--- src/rtl/scsd_pkg.sv ---
// ---------------------------------------------------------------------------
// scsd_pkg
// Shared codes, types and the entity text table of the serial command
// stream demultiplexer.
// ---------------------------------------------------------------------------
`default_nettype none

package scsd_pkg;

    localparam int SIZE_BITS_DEF  = 24;
    localparam int COUNT_BITS_DEF = 16;

    typedef logic [3:0] t_kind;
    typedef logic [2:0] t_phase;
    typedef logic [1:0] t_ent;
    typedef logic [2:0] t_idx;

    // result kinds
    localparam t_kind K_TEXT    = 4'd0;
    localparam t_kind K_FSTART  = 4'd1;
    localparam t_kind K_FDATA   = 4'd2;
    localparam t_kind K_FDONE   = 4'd3;
    localparam t_kind K_SHOT    = 4'd4;
    localparam t_kind K_ASTART  = 4'd5;
    localparam t_kind K_ASTOP   = 4'd6;
    localparam t_kind K_HOSTINT = 4'd7;
    localparam t_kind K_DONE    = 4'd8;

    // phases
    localparam t_phase PH_TEXT  = 3'd0;
    localparam t_phase PH_SIZE0 = 3'd1;
    localparam t_phase PH_SIZE1 = 3'd2;
    localparam t_phase PH_SIZE2 = 3'd3;
    localparam t_phase PH_DATA  = 3'd4;
    localparam t_phase PH_END   = 3'd6;

    // received command bytes
    localparam logic [7:0] C_ESC    = 8'h00;
    localparam logic [7:0] C_SHOT   = 8'h01;
    localparam logic [7:0] C_ASTART = 8'h02;
    localparam logic [7:0] C_ASTOP  = 8'h03;
    localparam logic [7:0] C_FILE   = 8'h04;
    localparam logic [7:0] C_HOST   = 8'h05;
    localparam logic [7:0] C_END    = 8'h1A;
    localparam logic [7:0] C_LT     = 8'h3C;
    localparam logic [7:0] C_AMP    = 8'h26;

    // entity expansion selectors
    localparam t_ent ENT_NONE = 2'd0;
    localparam t_ent ENT_LT   = 2'd1;
    localparam t_ent ENT_AMP  = 2'd2;

    localparam t_idx LT_LEN  = 3'd4;
    localparam t_idx AMP_LEN = 3'd5;

    // character idx of "&lt;" or "&amp;"
    function automatic logic [7:0] ent_char(input t_ent ent, input t_idx idx);
        logic [7:0] ch;
        ch = 8'h00;
        if (ent == ENT_LT) begin
            unique case (idx)
                3'd0:    ch = "&";
                3'd1:    ch = "l";
                3'd2:    ch = "t";
                default: ch = ";";
            endcase
        end else begin
            unique case (idx)
                3'd0:    ch = "&";
                3'd1:    ch = "a";
                3'd2:    ch = "m";
                3'd3:    ch = "p";
                default: ch = ";";
            endcase
        end
        return ch;
    endfunction

endpackage

`default_nettype wire

--- src/rtl/serial_command_stream_demux.sv ---
// ---------------------------------------------------------------------------
// serial_command_stream_demux
// Splits a byte stream from a target machine into text, file, screenshot,
// audio, host interrupt and job complete events.
// ---------------------------------------------------------------------------
// A byte is decoded in the cycle it is accepted and its results land in an
// output register; a new byte is taken every cycle while the output side
// keeps up. A byte that yields several results (the file start/done pair or
// an HTML entity for '<' or '&') holds the input while its results go out
// in turn. The input is taken in the same cycle the last result of the
// previous byte is accepted downstream.
`default_nettype none

module serial_command_stream_demux #(
    parameter int SIZE_BITS  = scsd_pkg::SIZE_BITS_DEF,
    parameter int COUNT_BITS = scsd_pkg::COUNT_BITS_DEF
) (
    input  wire logic        i_clk,
    input  wire logic        i_rst_n,
    input  wire logic        i_valid,
    output      logic        o_ready,
    input  wire logic        i_action,
    input  wire logic [7:0]  i_rx_byte,
    output      logic        o_valid,
    input  wire logic        i_ready,
    output      logic [3:0]  o_kind,
    output      logic [7:0]  o_out_byte,
    output      logic [15:0] o_event_number,
    output      logic [23:0] o_file_length,
    output      logic        o_last
);
    import scsd_pkg::*;

    // decoder state
    logic                  r_lit,   n_lit;
    t_phase                r_phase, n_phase;
    logic [SIZE_BITS-1:0]  r_size,  n_size;
    logic [SIZE_BITS-1:0]  r_pos,   n_pos;
    logic                  r_rec,   n_rec;
    logic [COUNT_BITS-1:0] r_img,   n_img;
    logic [COUNT_BITS-1:0] r_aud,   n_aud;
    logic [COUNT_BITS-1:0] r_file,  n_file;

    // output register
    logic                  r_valid;
    t_idx                  r_idx;
    t_idx                  r_cnt,   n_cnt;
    t_ent                  r_ent,   n_ent;
    t_kind                 r_kind,  n_kind;
    logic [7:0]            r_byte,  n_byte;
    logic [COUNT_BITS-1:0] r_num,   n_num;
    logic [SIZE_BITS-1:0]  r_len,   n_len;

    logic accept;
    logic take;
    logic is_cmd;
    logic last;
    logic [31:0] size_wide;
    logic [SIZE_BITS-1:0] pos_inc;

    assign last    = (r_idx == r_cnt - 3'd1);
    assign o_ready = !r_valid || (i_ready && last);
    assign accept  = i_valid && o_ready;

    assign is_cmd = (i_rx_byte == C_ESC) || (i_rx_byte == C_SHOT) ||
                    (i_rx_byte == C_ASTART) || (i_rx_byte == C_ASTOP) ||
                    (i_rx_byte == C_FILE) || (i_rx_byte == C_HOST) ||
                    (i_rx_byte == C_END);
    assign take    = r_lit || !is_cmd;
    assign pos_inc = r_pos + SIZE_BITS'(1);

    always_comb begin
        n_lit   = r_lit;
        n_phase = r_phase;
        n_size  = r_size;
        n_pos   = r_pos;
        n_rec   = r_rec;
        n_img   = r_img;
        n_aud   = r_aud;
        n_file  = r_file;
        n_cnt   = 3'd0;
        n_ent   = ENT_NONE;
        n_kind  = K_TEXT;
        n_byte  = 8'h00;
        n_num   = '0;
        n_len   = '0;
        size_wide = '0;

        if (i_action) begin
            n_lit   = 1'b0;
            n_phase = PH_TEXT;
            n_size  = '0;
            n_pos   = '0;
            n_rec   = 1'b0;
            n_img   = '0;
            n_aud   = '0;
            n_file  = '0;
        end else if (r_phase != PH_END) begin
            n_lit = 1'b0;
            if (!take) begin
                unique case (i_rx_byte)
                    C_ESC: n_lit = 1'b1;
                    C_SHOT: begin
                        n_cnt  = 3'd1;
                        n_kind = K_SHOT;
                        n_num  = r_img;
                        n_img  = r_img + COUNT_BITS'(1);
                    end
                    C_ASTART: begin
                        n_rec  = 1'b1;
                        n_cnt  = 3'd1;
                        n_kind = K_ASTART;
                        n_num  = r_aud;
                    end
                    C_ASTOP: begin
                        if (r_rec) begin
                            n_cnt  = 3'd1;
                            n_kind = K_ASTOP;
                            n_num  = r_aud;
                            n_aud  = r_aud + COUNT_BITS'(1);
                            n_rec  = 1'b0;
                        end
                    end
                    C_FILE: n_phase = PH_SIZE0;
                    C_HOST: begin
                        n_cnt  = 3'd1;
                        n_kind = K_HOSTINT;
                    end
                    default: begin
                        // end of job
                        n_cnt   = 3'd1;
                        n_kind  = K_DONE;
                        n_phase = PH_END;
                    end
                endcase
            end else begin
                unique case (r_phase)
                    PH_TEXT: begin
                        n_kind = K_TEXT;
                        if (i_rx_byte == C_LT) begin
                            n_cnt = LT_LEN;
                            n_ent = ENT_LT;
                        end else if (i_rx_byte == C_AMP) begin
                            n_cnt = AMP_LEN;
                            n_ent = ENT_AMP;
                        end else begin
                            n_cnt  = 3'd1;
                            n_byte = i_rx_byte;
                        end
                    end
                    PH_SIZE0: begin
                        n_size  = SIZE_BITS'(i_rx_byte);
                        n_phase = PH_SIZE1;
                    end
                    PH_SIZE1: begin
                        size_wide = {8'h00, 24'(r_size)} | {16'h0000, i_rx_byte, 8'h00};
                        n_size    = SIZE_BITS'(size_wide);
                        n_phase   = PH_SIZE2;
                    end
                    PH_SIZE2: begin
                        size_wide = 32'(r_size) | {8'h00, i_rx_byte, 16'h0000};
                        n_size    = SIZE_BITS'(size_wide);
                        n_pos     = '0;
                        n_cnt     = 3'd1;
                        n_kind    = K_FSTART;
                        n_num     = r_file;
                        n_len     = n_size;
                        n_phase   = PH_DATA;
                        // empty file: done follows at once
                        if (n_size == '0) begin
                            n_cnt   = 3'd2;
                            n_file  = r_file + COUNT_BITS'(1);
                            n_phase = PH_TEXT;
                        end
                    end
                    PH_DATA: begin
                        n_pos  = pos_inc;
                        n_cnt  = 3'd1;
                        n_kind = K_FDATA;
                        n_byte = i_rx_byte;
                        n_num  = r_file;
                        n_len  = r_size;
                        if (pos_inc == r_size) begin
                            n_cnt   = 3'd2;
                            n_file  = r_file + COUNT_BITS'(1);
                            n_phase = PH_TEXT;
                        end
                    end
                    default: ;
                endcase
            end
        end
    end

    always_ff @(posedge i_clk) begin
        if (!i_rst_n) begin
            r_lit   <= 1'b0;
            r_phase <= PH_TEXT;
            r_size  <= '0;
            r_pos   <= '0;
            r_rec   <= 1'b0;
            r_img   <= '0;
            r_aud   <= '0;
            r_file  <= '0;
            r_valid <= 1'b0;
            r_idx   <= 3'd0;
            r_cnt   <= 3'd0;
        end else if (accept) begin
            r_lit   <= n_lit;
            r_phase <= n_phase;
            r_size  <= n_size;
            r_pos   <= n_pos;
            r_rec   <= n_rec;
            r_img   <= n_img;
            r_aud   <= n_aud;
            r_file  <= n_file;
            r_valid <= (n_cnt != 3'd0);
            r_idx   <= 3'd0;
            r_cnt   <= n_cnt;
        end else if (r_valid && i_ready) begin
            // advance through a multi-result transaction, drop after the last
            if (last) begin
                r_valid <= 1'b0;
            end else begin
                r_idx <= r_idx + 3'd1;
            end
        end
    end

    always_ff @(posedge i_clk) begin
        if (accept) begin
            r_ent  <= n_ent;
            r_kind <= n_kind;
            r_byte <= n_byte;
            r_num  <= n_num;
            r_len  <= n_len;
        end
    end

    always_comb begin
        o_valid = r_valid;
        o_last  = last;
        if (r_ent != ENT_NONE) begin
            o_kind         = K_TEXT;
            o_out_byte     = ent_char(r_ent, r_idx);
            o_event_number = 16'h0000;
            o_file_length  = 24'h000000;
        end else if (r_idx == 3'd0) begin
            o_kind         = r_kind;
            o_out_byte     = r_byte;
            o_event_number = 16'(r_num);
            o_file_length  = (r_kind == K_FDATA) ? 24'h000000 : 24'(r_len);
        end else begin
            o_kind         = K_FDONE;
            o_out_byte     = 8'h00;
            o_event_number = 16'(r_num);
            o_file_length  = 24'(r_len);
        end
    end

endmodule

`default_nettype wire

--- config.mk ---
export PLATFORM = sky130hd
export DESIGN_NAME = serial_command_stream_demux
export DESIGN_NICKNAME = d
export VERILOG_FILES = /design/src/rtl/scsd_pkg.sv /design/src/rtl/serial_command_stream_demux.sv
export SDC_FILE = /design/constraint.sdc
export NUM_CORES = 1
export LEC_CHECK = 0
export BUFFER_PORTS_ARGS = -buffer_cell sky130_fd_sc_hd__buf_4
export CORE_ASPECT_RATIO = 0.8
export CORE_MARGIN = 2
export CORE_UTILIZATION = 35
export DETAILED_ROUTE_END_ITERATION = 8
export SYNTH_ARGS = -nofsm -noshare
export SYNTH_HDL_FRONTEND = slang
export SYNTH_SLANG_ARGS = --single-unit
--- constraint.sdc ---
create_clock -name i_clk -period 10.65 [get_ports i_clk]
set_input_delay 1.5975 -clock i_clk [delete_from_list [all_inputs] [get_ports i_clk]]
set_output_delay 1.5975 -clock i_clk [all_outputs]
set_load 0.005 [all_outputs]
* After elaboration in Yosys (flattened, before gate mapping)
Cells that the tools add are included.
Word-level totals: input port bits 13, logic and storage cells 179, bits in registers 162, output and inout bits 55
Operators by class: bitwise operators 7, reductions and logical operators 47, eq/ne operators 26, add/sub/neg operators 6, muxes and demuxes 76
Operators with widths (number):
- $mux 16 | 18
- $mux 24 | 9
- $pmux 24 s2 | 2
- $pmux 24 s3 | 1
- $add 16x1->16 const B | 3
- $pmux 16 s3 | 1
- $mux 8 | 5
- $mux 3 | 11
- $pmux 16 s2 | 1
- $pmux 7 s4 | 1
- $add 24x1->24 const B | 1
- $eq 24x24->1 | 1
- $logic_not 24->1 | 1
- $or 24x16->24 | 1
- $or 24x24->24 | 1
- $pmux 7 s3 | 1
- $pmux 4 s5 | 1
- $eq 8x2->1 const B | 2
- $eq 8x3->1 const B | 2
- $eq 8x6->1 const B | 2
- $pmux 8 s2 | 1
- $reduce_and 4->1 | 4
- $reduce_bool 2->1 | 8
- $eq 3x2->1 const B | 4
- other kinds (37) | 80

* Longest topological paths before layout
Gate-level depths: netlist of the first run.
depth in word-level cells 14, mapped depth 11

* Worst setup path after synthesis of the first run
Ideal clock, no wire load.
path type input to register, start point input i_valid, end point register r_file[10], setup time 72 ps, slack 5811 ps, stages 8, required time 10578 ps, arrival time 4767 ps, cell sequence and2_1 > a41oi_1 > clkbuf_1 > inv_1 > o311ai_0 > clkbuf_1 > a2111oi_1 > mux2i_1
Between the ends: longest elaborated chain between the ends 2
RTL lines:
- start, declared | RTL line serial_command_stream_demux.sv:20 | input wire logic i_valid,
- $logic_and 1x1->1 | RTL line serial_command_stream_demux.sv:63 | assign accept = i_valid && o_ready;
- named net accept | RTL line serial_command_stream_demux.sv:54 | logic accept;
- $reduce_and 6->1 (no source line)
- end signal, assigned | RTL line serial_command_stream_demux.sv:216 | r_file <= n_file;
- end, declared | RTL line serial_command_stream_demux.sv:42 | logic [COUNT_BITS-1:0] r_file, n_file;
The timed path passes the listed nets, and every way through them passes these cells. A chain may end at the register's enable or synchronous reset.

* Worst setup path after layout of the first run
start point register r_pos[5], end point register r_file[9]
Between the ends: longest elaborated chain between the ends 4
RTL lines:
- start, declared | RTL line serial_command_stream_demux.sv:38 | logic [SIZE_BITS-1:0] r_pos, n_pos;
- start signal, assigned | RTL line serial_command_stream_demux.sv:212 | r_pos <= n_pos;
- $add 24x1->24 | RTL line serial_command_stream_demux.sv:70 | assign pos_inc = r_pos + SIZE_BITS'(1);
- $eq 24x24->1 | RTL line serial_command_stream_demux.sv:183 | if (pos_inc == r_size) begin
- $ne 3x3->1 (no source line)
- $reduce_and 6->1 (no source line)
No other way between the ends.

==> results of run 1 <==
report_power, final:
group	switching [mW]	leakage (nW)	total, mW	internal [mW]
clock network	0.270	0.294	0.625	0.355
logic	0.0825	2.20	0.135	0.0527
registers	0.0151	1.42	0.671	0.656
total	0.368	3.91	1.43	1.06
cell type report:
type,instances,area [um2]
fillers,2648,15500
multi-input cells,839,5130
flip-flops and latches,162,3780
repair buffers,83,623
clock buffers,21,482
well taps,357,447
clock inverters,11,118
inverters,24,90.1
sequential cells by signal (all words and copies together) (netlist names):
name     count
r_pos       24
r_rec        1
r_lit        1
o_valid      1
r_cnt        3
r_phase      3
r_num       16
r_kind       4
r_file      16
r_size      24
r_byte       8
r_ent        2
r_aud       16
r_idx        3
r_len       24
r_img       16
logic make-up after synthesis:
| kind of cell | Yosys count | share of synthesized area |
|---|---|---|
| and+or+nand+nor | 509 | 0.290 |
| AOI/OAI and AO/OA | 237 | 0.167 |
| DFF | 162 | 0.410 |
| buffers and inverters | 85 | 0.0362 |
| xor gates and xnor gates | 63 | 0.0621 |
| muxes | 20 | 0.0218 |
| adders and majority gates | 10 | 0.0135 |
worst max-delay path, stage by stage, from the launching register on:
cell       delay, ps
dfxtp_1          620
nand4_1          400
nor3_1           640
nand4_1          270
xnor2_1          220
or4_4            560
or4_4            670
a2111oi_0        560
mux2i_1          240
path summary, 6_finish.rpt:
check	end	start
worst min-delay path	r_cnt[1]	r_cnt[1]
worst max register to register	r_file[9]	r_pos[5]
worst max-delay path	r_file[9]	r_pos[5]
worst min register to register	r_cnt[1]	r_cnt[1]
synthesized netlist by cell type, drive strengths merged (10+ instances only):
library cell,instances,area share
nor4,17,0.012
nor2,125,0.051
edfxtp,54,0.18
mux2i,19,0.021
clkbuf,52,0.021
nand4,30,0.022
a22o,32,0.030
a211oi,10,0.0081
ha,10,0.014
inv,23,0.0093
a21oi,87,0.047
xor2,36,0.034
nand2b,10,0.0068
nand3,49,0.028
nand2,93,0.038
or4,11,0.010
and3,40,0.027
and2,53,0.036
a31oi,10,0.0068
o21ai,41,0.022
xnor2,26,0.025
dfxtp,108,0.23
nor3,21,0.013
or2,20,0.014
through the flow:
stage | instance area (um2) | util
2_1_floorplan | 9240 | -
3_3_place_gp | 10100 | 0.385
3_5_place_dp | 10100 | 0.385
4_1_cts | 10700 | 0.408
5_1_grt | 10700 | 0.408
6_report | 10700 | 0.408
per-layer routing:
metal	routed length, um	vias up	share of wire	track usage
met5	0	-	0	0
met1	12600	3963	0.48	0.282
met3	1840	39	0.070	0.0359
li1	-	4043	-	-
met4	420	0	0.016	0.0543
met2	11300	287	0.43	0.286
==> flow_summary.ini, run 1 <==
[outcome]
outcome = completed

[logic_synthesis]
synthFlopType = dfxtp_1
syn_nets = 1109
syn_area_um2 = 9240
yosys_register_bits = 162
synth_edf_count = 54
ys_seq_area_frac = 0.410
async_reset_ff_frac = 0
post_synth.cell_area_avg_um2 = 8.50
synth.distinct_cells = 76
syn_inst = 1086
yosys_warnings = 0

[timing]
fin_setup_tns_ps = 0
max_clock_freq_mhz = 235
fin_ws_ps = 6390
finalHoldViolations = 0
fin_skew_ps = 12.6
setup_violations = 0
fin_hold_ws_ps = 459
worstMarginPinSlew_ps = 1270
max_slew_margin = 0.155
fin_crit_sh = 0.400
period_minus_slack_ps = 4260
rsz0062_at_grt = no
maxSlewViolCount = 0

[placed_design]
hpwl_um = 18400
portBuffers = 67
place_inst = 1465
globalplace.congestion = 0.944
pre_cts_slack_ps = 6200

[clock_network]
cts_resized = 0
cts_tree = done
clk_latency_ps = 440
path_clk_slew_ps = 70
hold_buffers = 0
cts_sinks = 162
root_buffer = clkbuf_16
cts_buffers = 17
cts_setup_buffers = 0
cts-htree-levels = 4
cts_buffer_depth = 2

[worst_setup_path]
cp_max_fo = 13
reg2reg_setup_slack_ps = 6390
worst-setup-path-type = reg -> reg
crit_path_start_kind = register
r2r_cells = 8
cp-end-kind = register
cp_data_required_time_ps = 11020
arrival_ps = 4630

[floorplanning]
die_w_um = 186
core-area_um2 = 26100
ios = 68
design.die.area_um2 = 27700
rows = 53
start_util = 0.353
dieHeight_um = 149

[routing]
wirelength_um = 26200
vias_per_cell = 5.57
dr.pass1.iters = 6
drt_iter0_markers = 699
drcViolationCount = 0
vias = 8332
ant_nets = 0
wl_per_cell_um = 17.5

[global_route]
grt.overflow.total = 0
grt_pass1_wl_um = 41400
grt_pass1_vias = 7470
track_usage = 0.192
grt_max_degree = 60
antenna_found_initial = 0

[finish]
drive_gt1_frac = 0.132
diodes = 0
nets = 1150
areaGrowthSynthToFinish_pct = 15.6
layout_common_cells = nor2_1, dfxtp_1, nand2_1
fin_cells = 1497
layout_commonest_cell = nor2_1

[pwr]
leakage_nw = 3.91
powerDensity_nw_per_um2 = 134
vdd_ir_drop_max_v = 0.0000945
power_mw = 1.43

[job]
max-cap-violations = 0

[hold_path]
worstHoldPathCells = 2
hold_path_class = reg -> reg
Note: power is estimated with default switching activity, not from simulation.
==> inputs of run 2 (changes only) <==
- ABC_AREA: not set -> 1
- clock period: 10.65 -> 3.85 ns (I/O delays scaled with it)
==> run 2 against run 1 <==
Net effect:
- flip-flop and latch count unchanged
- power rose to 3.0 times the previous value
- design area up 5.0%
- synthesized cell count up 26%
- largest power group unchanged
- largest cell class unchanged
- critical endpoint is now o_out_byte[0]
==> flow_summary.ini, run 2 <==
[outcome]
outcome = completed

[logic_synthesis]
syn_inst = 1371
synth_commonest_cells = nand2_1, nor2_1, inv_1
syn_area_um2 = 9790
ys_seq_area_frac = 0.387
synthFlopType = dfxtp_1
post_synth.cell_area_avg_um2 = 7.14
netlist.area_leader.share = 0.221
synth_top_area_cell = dfxtp_1
yosys_warnings = 0
yosysMostFrequentCell = nand2_1
yosys_register_bits = 162
async_reset_ff_frac = 0
syn_nets = 1394
synth.distinct_cells = 53
synth_area_leaders = dfxtp_1, edfxtp_1, nand2_1
synth_edf_count = 54

[timing]
fin_ws_ps = 912
max_clock_freq_mhz = 340
rsz0062_at_grt = no
worstMarginPinSlew_ps = 829
fin_setup_tns_ps = 0
maxSlewViolCount = 0
period_minus_slack_ps = 2940
max_slew_margin = 0.446
fin_skew_ps = 13.7
fin_crit_sh = 0.763
finalHoldViolations = 0
setup_violations = 0

[worst_setup_path]
r2r_end = r_phase[1]
critical-path-top-delay-family = buffers and inverters
cp_max_fo = 30
reg2reg_setup_slack_ps = 940
crit_buf_inv = 3
crit_path_start_kind = register
max_stage_delay_ps = 440
critPathSlowestCell = inv_1
reg2reg_from = r_pos[0]
arrival_ps = 2360
cpMostUsedCell = buf_4
cp_data_required_time_ps = 3270
cp-end-kind = output port
r2r_cells = 21
crit_path_cell_trace = nor2_2, buf_4, inv_1, nor2_1, nand2_1, o21ai_0, buf_4
worst-setup-path-type = reg -> out

[global_route]
grt_pass1_wl_um = 46100
antenna_found_initial = 0
grt_max_degree = 45
grt_pass1_vias = 8348
track_usage = 0.199
grt.overflow.total = 0

[floorplanning]
start_util = 0.358
ios = 68
core-area_um2 = 27400
design.die.area_um2 = 29300
die_w_um = 191
rows = 54
dieHeight_um = 154

[placed_design]
pre_cts_slack_ps = 766
hpwl_um = 21700
place_area_um2 = 10600
globalplace.congestion = 0.919
portBuffers = 67

[clock_network]
cts_resized = 0
path_clk_slew_ps = 70
cts_setup_buffers = 0
cts_buffers = 17
cts_tree = done
cts-htree-levels = 4
cts_sinks = 162
clk_latency_ps = 440
hold_buffers = 0
cts_buffer_depth = 2
root_buffer = clkbuf_16

[routing]
dr.pass1.iters = 6
drcViolationCount = 0
wirelength_um = 29000
vias = 9340
wl_per_cell_um = 16.1
drt_iter0_markers = 1105
ant_nets = 0
vias_per_cell = 5.19

[hold_path]
hold_path_class = in -> reg
hold_end = o_valid
holdCritStartpoint = i_valid
worstHoldPathCells = 3

[job]
max-cap-violations = 0

[finish]
final-seq-area_um2 = 3780
largest_registers = r_len (24), r_pos (24), r_size (24)
drive_gt1_frac = 0.129
layout_commonest_cell = nand2_1
multiInputGateArea_um2 = 5100
stdcell_area_um2 = 11200
nets = 1447
areaGrowthSynthToFinish_pct = 14.5
n_fill_cell = 2826
diodes = 0
layout_common_cells = nand2_1, nor2_1, inv_1

[pwr]
leakage_nw = 4.41
vdd_ir_drop_max_v = 0.000230
powerDensity_nw_per_um2 = 387
-- run 2: changes by cell type after synthesis, moves of 15 or more --
cell / before / now
a211oi_1: 10 / 26
a22o_1: 32 / 2
and2_1: 53 / 2
and3_1: 40 / 0
clkbuf_1: 52 / 29
inv_1: 23 / 173
mux2i_1: 19 / 0
nand2_1: 93 / 285
nand3_1: 47 / 85
nor2_1: 124 / 198
nor3_1: 20 / 35
or2_2: 20 / 2
xnor2_1: 25 / 8
-- run 2: kinds of logic (layout without fill, tap and decap cells) --
family / Yosys count / after routing / share of synthesized area
DFF: 162 / 162 / 0.387
adders and majority gates: 10 / 10 / 0.0128
buffers and inverters: 230 / 296 / 0.0928
AOI/OAI and AO/OA: 237 / 237 / 0.149
xor gates and xnor gates: 32 / 32 / 0.0308
and+or+nand+nor: 700 / 700 / 0.328
-- run 2: worst min-delay path: cells and delay by family --
family / cells / cell delay [ps]
simple gates: 1 / 60
buf+inv: 1 / 120
compound gates: 1 / 60
-- run 2: layout make-up --
class,count,area share
multi-input combinational,979,0.455
inverter,182,0.0610
clock buffer,19,0.0405
sequential,162,0.338
tap,364,0.0406
timing repair buffer,82,0.0549
clock inverter,13,0.00994
-- run 2: stage by stage --
stage,util,std cells,hold slack [ps],power (mW)
finish,0.410,1801,431,4.34
global route,0.410,1801,434,4.53
CTS,0.410,1801,424,4.35
detailed placement,0.389,1769,462,2.70
global placement,0.389,1769,451,2.69
floorplan,-,1371,439,2.45
-- run 2: worst max-delay path by stage --
stage,startpoint,endpoint,slack (ps),cells after the start
after floorplan,r_cnt[0],r_cnt[0],1060,11
after global placement,i_rx_byte[7],r_len[13],890,12
after detailed placement,i_rx_byte[7],r_len[15],770,12
after CTS,r_ent[0],o_out_byte[0],880,7
after global routing,r_pos[0],r_phase[1],600,21
final,r_ent[0],o_out_byte[0],910,7
-- run 2: routing by layer --
layer	GRT usage	part of all wire
met5	0	0
met1	0.306	0.50
met4	0.0443	0.013
met3	0.0374	0.078
met2	0.286	0.41
-- run 2: where the power goes --
part	internal [mW]	switching, mW
Sequential	1.87	0.0836
Combinational	0.238	0.484
Clock	0.888	0.777
